<file path="src/sv/ps2mp_pkg.sv">
// Shared types and constants for the PS/2 mouse packet decoder.
// No dependencies; imported by every module of the block.
`default_nettype none

package ps2mp_pkg;

    localparam int BYTE_W   = 8;
    localparam int BTN_W    = 3;
    localparam int DELTA_W  = 9;
    localparam int POS_W    = 32;

    // Header bit positions
    localparam int HDR_VALID_BIT = 3;
    localparam int HDR_XSIGN_BIT = 4;
    localparam int HDR_YSIGN_BIT = 5;
    localparam int HDR_XOVF_BIT  = 6;
    localparam int HDR_YOVF_BIT  = 7;

    // Place of the next byte within a packet
    typedef enum logic [1:0] {
        POS_HEADER = 2'd0,
        POS_X      = 2'd1,
        POS_Y      = 2'd2
    } pos_t;

    // One assembled packet, handed from the framer to the output stage
    typedef struct packed {
        logic [BYTE_W-1:0] hdr;
        logic [BYTE_W-1:0] x_byte;
        logic [BYTE_W-1:0] y_byte;
    } packet_t;

endpackage

`default_nettype wire

</file>
<file path="src/sv/ps2mp_in_stage.sv">
// Input register of the decoder: holds one received byte for the framer.
// Depends on ps2mp_pkg.
`default_nettype none

module ps2mp_in_stage (
    input  wire logic                       aclk,
    input  wire logic                       aresetn,
    input  wire logic                       s_valid,
    output logic                            s_ready,
    input  wire logic [ps2mp_pkg::BYTE_W-1:0] s_data_byte,
    input  wire logic                       advance,
    output logic                            byte_valid,
    output logic [ps2mp_pkg::BYTE_W-1:0]    byte_data
);
    import ps2mp_pkg::*;

    logic              valid_reg, valid_next;
    logic [BYTE_W-1:0] data_reg;

    // Take a new byte when empty or when the held byte moves on this cycle
    assign s_ready = !valid_reg || advance;

    always_comb begin
        valid_next = valid_reg;
        if (s_ready) begin
            valid_next = s_valid;
        end
    end

    always_ff @(posedge aclk) begin
        if (!aresetn) begin
            valid_reg <= 1'b0;
        end else begin
            valid_reg <= valid_next;
        end
    end

    always_ff @(posedge aclk) begin
        if (s_valid && s_ready) begin
            data_reg <= s_data_byte;
        end
    end

    assign byte_valid = valid_reg;
    assign byte_data  = data_reg;

endmodule

`default_nettype wire

</file>
<file path="src/sv/ps2mp_framer.sv">
// Packet framer: tracks byte position, keeps header and X byte, flags complete packets.
// Depends on ps2mp_pkg.
`default_nettype none

module ps2mp_framer (
    input  wire logic                         aclk,
    input  wire logic                         aresetn,
    input  wire logic                         fire,
    input  wire logic [ps2mp_pkg::BYTE_W-1:0] byte_data,
    output logic                              pkt_valid,
    output ps2mp_pkg::packet_t                pkt
);
    import ps2mp_pkg::*;

    pos_t              pos_reg, pos_next;
    logic [BYTE_W-1:0] hdr_reg, hdr_next;
    logic [BYTE_W-1:0] xbyte_reg, xbyte_next;

    // Next position
    always_comb begin
        pos_next = pos_reg;
        if (fire) begin
            unique case (pos_reg)
                POS_HEADER: begin
                    // drop bytes without the always-one bit until a header shows up
                    pos_next = byte_data[HDR_VALID_BIT] ? POS_X : POS_HEADER;
                end
                POS_X: begin
                    pos_next = POS_Y;
                end
                POS_Y: begin
                    pos_next = POS_HEADER;
                end
                default: begin
                    pos_next = POS_HEADER;
                end
            endcase
        end
    end

    // Captures and packet output
    always_comb begin
        hdr_next   = hdr_reg;
        xbyte_next = xbyte_reg;
        pkt_valid  = 1'b0;
        unique case (pos_reg)
            POS_HEADER: begin
                if (fire && byte_data[HDR_VALID_BIT]) begin
                    hdr_next = byte_data;
                end
            end
            POS_X: begin
                if (fire) begin
                    xbyte_next = byte_data;
                end
            end
            POS_Y: begin
                pkt_valid = fire;
            end
            default: begin
                pkt_valid = 1'b0;
            end
        endcase
    end

    assign pkt.hdr    = hdr_reg;
    assign pkt.x_byte = xbyte_reg;
    assign pkt.y_byte = byte_data;

    always_ff @(posedge aclk) begin
        if (!aresetn) begin
            pos_reg   <= POS_HEADER;
            hdr_reg   <= '0;
            xbyte_reg <= '0;
        end else begin
            pos_reg   <= pos_next;
            hdr_reg   <= hdr_next;
            xbyte_reg <= xbyte_next;
        end
    end

endmodule

`default_nettype wire

</file>
<file path="src/sv/ps2mp_out_stage.sv">
// Output stage: decodes a packet, updates the position accumulators, holds the result.
// Depends on ps2mp_pkg.
`default_nettype none

module ps2mp_out_stage (
    input  wire logic                         aclk,
    input  wire logic                         aresetn,
    input  wire logic                         advance,
    input  wire logic                         pkt_valid,
    input  wire ps2mp_pkg::packet_t           pkt,
    output logic                              m_valid,
    output logic [ps2mp_pkg::BTN_W-1:0]       m_buttons,
    output logic signed [ps2mp_pkg::DELTA_W-1:0] m_delta_x,
    output logic signed [ps2mp_pkg::DELTA_W-1:0] m_delta_y,
    output logic                              m_overflow_x,
    output logic                              m_overflow_y,
    output logic signed [ps2mp_pkg::POS_W-1:0] m_pos_x,
    output logic signed [ps2mp_pkg::POS_W-1:0] m_pos_y
);
    import ps2mp_pkg::*;

    logic                      valid_reg, valid_next;
    logic [BTN_W-1:0]          buttons_reg;
    logic [DELTA_W-1:0]        dx_reg, dy_reg;
    logic                      ovf_x_reg, ovf_y_reg;
    logic [POS_W-1:0]          accum_x_reg, accum_x_next;
    logic [POS_W-1:0]          accum_y_reg, accum_y_next;
    logic [DELTA_W-1:0]        dx, dy;
    logic [POS_W-1:0]          dx_wide, dy_wide;
    logic                      load;

    // Header sign bit forms the ninth bit of each delta
    assign dx      = {pkt.hdr[HDR_XSIGN_BIT], pkt.x_byte};
    assign dy      = {pkt.hdr[HDR_YSIGN_BIT], pkt.y_byte};
    assign dx_wide = {{(POS_W-DELTA_W){dx[DELTA_W-1]}}, dx};
    assign dy_wide = {{(POS_W-DELTA_W){dy[DELTA_W-1]}}, dy};
    assign load    = advance && pkt_valid;

    always_comb begin
        valid_next   = advance ? pkt_valid : valid_reg;
        accum_x_next = accum_x_reg;
        accum_y_next = accum_y_reg;
        if (load) begin
            accum_x_next = accum_x_reg + dx_wide;
            accum_y_next = accum_y_reg - dy_wide;
        end
    end

    always_ff @(posedge aclk) begin
        if (!aresetn) begin
            valid_reg   <= 1'b0;
            accum_x_reg <= '0;
            accum_y_reg <= '0;
        end else begin
            valid_reg   <= valid_next;
            accum_x_reg <= accum_x_next;
            accum_y_reg <= accum_y_next;
        end
    end

    always_ff @(posedge aclk) begin
        if (load) begin
            buttons_reg <= pkt.hdr[BTN_W-1:0];
            dx_reg      <= dx;
            dy_reg      <= dy;
            ovf_x_reg   <= pkt.hdr[HDR_XOVF_BIT];
            ovf_y_reg   <= pkt.hdr[HDR_YOVF_BIT];
        end
    end

    assign m_valid      = valid_reg;
    assign m_buttons    = buttons_reg;
    assign m_delta_x    = $signed(dx_reg);
    assign m_delta_y    = $signed(dy_reg);
    assign m_overflow_x = ovf_x_reg;
    assign m_overflow_y = ovf_y_reg;
    assign m_pos_x      = $signed(accum_x_reg);
    assign m_pos_y      = $signed(accum_y_reg);

endmodule

`default_nettype wire

</file>
<file path="src/sv/ps2_mouse_packet_decoder.sv">
// PS/2 mouse three-byte packet decoder. Takes one mouse byte per transaction on the s_
// channel and gives one result transaction on the m_ channel for every complete packet
// (header, X byte, Y byte). A byte seen where a header is expected is dropped unless its
// bit 3 is set. Deltas are nine-bit signed values using header bits 4/5 as sign; X is
// added to and Y subtracted from 32-bit wrapping positions that reset to zero. Overflow
// bits are passed through as flags. One byte is accepted every cycle unless m_ready stalls
// the pipeline; a result reaches the result register through the input register after its
// Y byte is accepted, and m_ready low while a result waits stalls both registers together.
`default_nettype none

module ps2_mouse_packet_decoder (
    input  wire logic                            aclk,
    input  wire logic                            aresetn,
    input  wire logic                            s_valid,
    output logic                                 s_ready,
    input  wire logic [ps2mp_pkg::BYTE_W-1:0]    s_data_byte,
    output logic                                 m_valid,
    input  wire logic                            m_ready,
    output logic [ps2mp_pkg::BTN_W-1:0]          m_buttons,
    output logic signed [ps2mp_pkg::DELTA_W-1:0] m_delta_x,
    output logic signed [ps2mp_pkg::DELTA_W-1:0] m_delta_y,
    output logic                                 m_overflow_x,
    output logic                                 m_overflow_y,
    output logic signed [ps2mp_pkg::POS_W-1:0]   m_pos_x,
    output logic signed [ps2mp_pkg::POS_W-1:0]   m_pos_y
);
    import ps2mp_pkg::*;

    logic              advance;
    logic              byte_valid;
    logic [BYTE_W-1:0] byte_data;
    logic              fire;
    logic              pkt_valid;
    packet_t           pkt;

    // Pipeline moves whenever the result register is empty or being drained
    assign advance = !m_valid || m_ready;
    assign fire    = byte_valid && advance;

    ps2mp_in_stage u_in_stage (
        .aclk        (aclk),
        .aresetn     (aresetn),
        .s_valid     (s_valid),
        .s_ready     (s_ready),
        .s_data_byte (s_data_byte),
        .advance     (advance),
        .byte_valid  (byte_valid),
        .byte_data   (byte_data)
    );

    ps2mp_framer u_framer (
        .aclk      (aclk),
        .aresetn   (aresetn),
        .fire      (fire),
        .byte_data (byte_data),
        .pkt_valid (pkt_valid),
        .pkt       (pkt)
    );

    ps2mp_out_stage u_out_stage (
        .aclk         (aclk),
        .aresetn      (aresetn),
        .advance      (advance),
        .pkt_valid    (pkt_valid),
        .pkt          (pkt),
        .m_valid      (m_valid),
        .m_buttons    (m_buttons),
        .m_delta_x    (m_delta_x),
        .m_delta_y    (m_delta_y),
        .m_overflow_x (m_overflow_x),
        .m_overflow_y (m_overflow_y),
        .m_pos_x      (m_pos_x),
        .m_pos_y      (m_pos_y)
    );

`ifndef NO_ASSERTIONS
    a_pkt_to_result: assert property (@(posedge aclk) disable iff (!aresetn)
        fire && pkt_valid |=> m_valid)
        else $error("completed packet did not produce a result");

    a_pos_hold: assert property (@(posedge aclk) disable iff (!aresetn)
        !(fire && pkt_valid) |=> $stable(m_pos_x) && $stable(m_pos_y))
        else $error("position changed without a completed packet");

    a_ready_when_empty: assert property (@(posedge aclk) disable iff (!aresetn)
        !m_valid |-> s_ready)
        else $error("input stalled while result register is empty");
`endif

endmodule

`default_nettype wire

</file>
<file path="config.mk">
export PLATFORM = sky130hd
export DESIGN_NAME = ps2_mouse_packet_decoder
export DESIGN_NICKNAME = d
export VERILOG_FILES = /design/src/sv/ps2mp_pkg.sv /design/src/sv/ps2mp_in_stage.sv /design/src/sv/ps2mp_framer.sv /design/src/sv/ps2mp_out_stage.sv /design/src/sv/ps2_mouse_packet_decoder.sv
export SDC_FILE = /design/constraint.sdc
export NUM_CORES = 1
export LEC_CHECK = 0
export BUFFER_PORTS_ARGS = -buffer_cell sky130_fd_sc_hd__buf_2
export CORE_MARGIN = 8
export CORE_UTILIZATION = 30
export DETAILED_ROUTE_END_ITERATION = 12
export GPL_ROUTABILITY_DRIVEN = 0
export SLEW_MARGIN = 20
export SYNTH_ARGS = -nofsm -noshare
export SYNTH_HDL_FRONTEND = slang
export SYNTH_SLANG_ARGS = --single-unit
export TNS_END_PERCENT = 10
</file>
<file path="constraint.sdc">
create_clock -name aclk -period 8.5 [get_ports aclk]
set_input_delay 0.425 -clock aclk [delete_from_list [all_inputs] [get_ports aclk]]
set_output_delay 0.425 -clock aclk [all_outputs]
set_load 0.005 [all_outputs]
</file>
# Yosys cells after proc, flatten, opt, wreduce, memory -nomap -nowiden

Index checks and enable logic that the tools add are counted.

Add/subtract/negate cells: 2
Equal/unequal tests: 2
Mux-type cells: 3
Reduce and logical (&&, ||, !) cells: 11

Operator list:

| kind                 | number |
|---|---|
| $add A32 B32 Y32     | 1 |
| $sub A32 B32 Y32     | 1 |
| $logic_and A1 B1 Y1  | 4 |
| $pmux W2 S2          | 1 |
| $reduce_and A2 Y1    | 2 |
| $eq A2 B1 Y1 const B | 1 |
| $eq A2 B2 Y1 const B | 1 |
| $logic_not A1 Y1     | 2 |
| $logic_not A2 Y1     | 1 |
| $logic_or A1 B1 Y1   | 2 |
| $mux W1              | 2 |

Flip-flop bits (word level): 115
Bits of input ports: 12
Output and inout bits: 89
Logic and storage cells: 31

# Depth between registers and ports, before layout

Depth in word-level cells: 5
Mapped depth: 12
Gate-level depth less buffers: 12

# By module

A second synthesis with hierarchy kept.

Cells, all modules: 870
Area, all modules: 7671.1 µm²

By module, submodules not included:

| module                   | times used | cells each | area an instance (µm²) | sequential area each (µm²) |
|---|---|---|---|---|
| ps2mp_out_stage          | 1          | 777        | 6585.1                 | 1991.9 |
| ps2mp_framer             | 1          | 78         | 765.7                  | 360.3 |
| ps2mp_in_stage           | 1          | 13         | 297.8                  | 260.2 |
| ps2_mouse_packet_decoder | 1          | 2          | 22.5                   | 0.0 |

# Worst setup path before layout

OpenSTA, ideal clock, no wires.

Path type: reg-to-reg
Start point: register u_framer.hdr_reg[5]
End point: register u_out_stage.accum_y_reg[28], in the netlist u_out_stage.m_pos_y[28]
Library setup time: 0.115 ns
Arrival: 2.819 ns
Data required time: 8.385 ns
Slack: 5.566 ns
Stages on the path, launching flop included: 12
Path buffers: 0
Period minus slack after synthesis: 2.934 ns
Path through: dfxtp_1 > inv_1 > ha_1 > or2_0 > and2_1 > o211a_1 > or2_1 > a311o_1 > a31oi_1 > xor2_1 > o21ai_0 > and2_1

Longest elaborated chain between the ends: 1

Ends and longest elaborated chain:

| item                     | RTL line              | text |
|---|---|---|
| start: declaration       | ps2mp_framer.sv:16    | `logic [BYTE_W-1:0] hdr_reg, hdr_next;` |
| start signal: assignment | ps2mp_framer.sv:77    | `hdr_reg <= hdr_next;` |
| $sub A32 B32 Y32         | ps2mp_out_stage.sv:45 | `accum_y_next = accum_y_reg - dy_wide;` |
| end signal: assignment   | ps2mp_out_stage.sv:57 | `accum_y_reg <= accum_y_next;` |
| end: declaration         | ps2mp_out_stage.sv:27 | `logic [POS_W-1:0] accum_y_reg, accum_y_next;` |

No other way between the ends.
A chain may end at the register's enable or synchronous reset.

# Final worst setup path

Start point: register u_framer.hdr_reg[5]
End point: register u_out_stage.accum_y_reg[25], in the netlist u_out_stage.m_pos_y[25]

The elaborated chain is that of the path after synthesis.

==> results by group <==
Run status
  – Status: finished, final reports clean

Floorplanning
  – Initial Utilization: 30.1%
  – DIE WIDTH: ~170 um
  – Die Y-Extent: 171 um
  – Site Rows: 57
  – Num ports: approximately 100
  – Core Box Area: 24000 um2
  – Die area: between 20000 and 30000 um2

Global route
  – GR Util All Layers: approximately an eighth
  – Vias in the first global route: around 6000
  – First-pass GRT wire length: roughly 31000 um
  – Largest net degree at the start of global routing: 96
  – Antenna violations before repair: 0
  – GR Overflow Total: 0

Clock network
  – Clock sink total: between 100 and 150
  – Root Buffer: clkbuf_16
  – Post-CTS Resized: 0
  – Post-CTS Hold Buffers: 0
  – CTS tree: built
  – CTS max path bufs: 2
  – Number of CTS-inserted buffers: 17
  – CTS H-tree depth: 4
  – Clk slew on worst S/H paths: around 0.060 ns
  – Post-CTS Setup Bufs: 0
  – Worst-skew pair later-pin latency: between 0.4 and 0.5 ns

Setup path
  – Critical Path RT: just under 9 ns
  – WS Path Type: flop to flop
  – Crit-path max FO: 25
  – Worst path top cell family by delay: compound AO/OA/AOI/OAI gates
  – CP max-delay cell: inv_1
  – CP Cell Sequence: inv_1 > ha_1 > a21oi_1 > o21ai_0 > a21oi_1 > a211oi_2 > a211o_1 > o21ai_2 > nor3_1 > or3_1 > a32o_1
  – Critical Path AT: around 3.7 ns
  – Slowest stage delay, CP: about 0.64 ns
  – Type of origin of the critical path: flop
  – Buf+Inv Stages, Crit Path: 1
  – CP Capture Type: flop
  – Crit path top cell by count: a21oi_1

Drt
  – Drt pass-1 iters: 6
  – DRT antenna net count: 0
  – Final WL: ~19000 um
  – DR vias: ~6300
  – Initial DRC Count: between 400 and 500
  – DRC: 0
  – Via density: around 5
  – Wirelength per Cell: ~15 um

Cells and area
  – Finished Core Util: between 30% and 40%
  – Ant diodes: 0
  – Finished Cell Area: about 8600 um2
  – Post-route insts no fill: ~1300
  – Multi-input logic area: approximately 4400 um2
  – Area occupied by registers: 2590 um2
  – Layout cells sized above 1: 16.3%
  – Final net count: around 1000
  – Syn-to-layout area delta: 19.2%
  – Filler cell count: around 2500

Synthesis
  – Post-Syn Nets: about 900
  – Seq/Total Area, Yosys: between 30% and 40%
  – Syn avg cell area: between 8 and 9 um2
  – Synth Cell Area: slightly above 7000 um2
  – Yosys Warn Count: 0
  – Post-synthesis async set-or-reset flop share: 0%
  – Primary FF master, synth: dfxtp_1
  – Post-synth EDFFs: 31
  – Yosys cell types: 68
  – Share of the synthesized area in the top cell type: 22.9%
  – Leading post-synthesis cells by cell area: dfxtp_1 23%, edfxtp_1 13%, ha_1 11%
  – Commonest cells in the netlist: 98 x nand2_1, 83 x dfxtp_1, 71 x o21ai_0, 62 x ha_1, 52 x a21oi_1
  – Synthesized flop and latch total: roughly 110
  – Count leader, synth: nand2_1
  – Syn Inst Count: just over 800
  – Dominant cell type by area after synthesis: dfxtp_1

Job
  – Max Cap Viol: 0

Timing
  – Final setup viols: 0
  – Clk_skew: a little over 0.007 ns
  – Final Slew Violations: 0
  – Final hold slack: ~0.18 ns
  – Clock period minus worst slack: approximately 3.4 ns
  – F_max: around 290 MHz
  – Setup TNS: 0 ns
  – Final Hold Fails: 0
  – RSZ-0062 raised after global routing: false
  – Final period util: slightly above 40%
  – Worst slew pin tran: ~0.9 ns
  – Max-slew headroom: between 30% and 40%
  – Worst Slack Setup Final: 5.06 ns

Pwr
  – Power Density: roughly 160 nW/um2
  – Pleak: 3.91 nW
  – Final Power: 1.38 mW
  – Worst ir drop on vdd: 0.0806 mV

Placement
  – Dpl cell area: approximately 8100 um2
  – Port Buf Inserts: 100
  – Worst slack at placement: 5.11 ns
  – Placed cells: roughly 1200
  – DP HPWL: roughly 14000 um

Min path
  – Min-delay worst type: input port to flop
==> cells in the final DEF (no fill, tap or decap), types with 10 or more instances in the layout <==
| cell | netlist | routed |
|---|---|---|
| xor2_1 | 21 | 21 |
| xnor2_1 | 25 | 25 |
| a21o_1 | 30 | 30 |
| edfxtp_1 | 31 | 31 |
| a21boi_0 | 18 | 18 |
| o21bai_1 | 10 | 10 |
| nand4_1 | 13 | 13 |
| clkbuf_16 | 0 | 17 |
| dfxtp_1 | 83 | 83 |
| a21oi_1 | 52 | 52 |
| nand2_1 | 98 | 98 |
| o21ai_0 | 71 | 71 |
| nor2_1 | 29 | 29 |
| nor2b_1 | 14 | 14 |
| buf_2 | 0 | 100 |
| nand3_1 | 31 | 31 |
| nor3_1 | 13 | 13 |
| and2_1 | 43 | 43 |
| ha_1 | 62 | 62 |
| inv_1 | 28 | 27 |
==> path summary, 6_finish.rpt <==
kind,start,end,slack [ns],cells after the start
max reg2reg,u_framer.hdr_reg[5],u_out_stage.m_pos_y[25],5.06,11
min,s_data_byte[5],u_in_stage.byte_data[5],0.18,1
min reg2reg,u_framer.hdr_reg[1],u_out_stage.m_buttons[1],0.43,0
max,u_framer.hdr_reg[5],u_out_stage.m_pos_y[25],5.06,11
==> metal layers <==
layer  track usage, %  share of wire (%)
met3             3.81                6.5
met2             21.1                 45
met1             17.3                 47
met5                0                  0
met4             4.27                1.5
==> power by group <==
group	internal, mW	switching [mW]
clock network	0.409	0.288
registers	0.565	0.00936
logic	0.0417	0.0642
==> cell type report <==
class                      instances  share of cell area (%)
multi-input combinational        651                    51.1
sequential                       114                    30.0
timing repair buffer             106                    6.32
clock buffer                      17                    4.93
tap                              324                    4.69
clock inverter                    15                    1.70
inverter                          28                    1.22
==> cells by family (layout without fill, tap and decap cells) <==
group	Yosys count	count (layout)	synth area share, %
flip-flops	114	114	35.8
multiplexers	9	9	1.24
XOR/XNOR	46	46	5.56
AO/OA/AOI/OAI	259	259	23.9
buffers and inverters	65	166	3.37
adder cells (fa/ha/maj)	64	64	11.3
AND/OR/NAND/NOR	273	273	18.9
No activity file was read; power rests on OpenSTA's default activity.
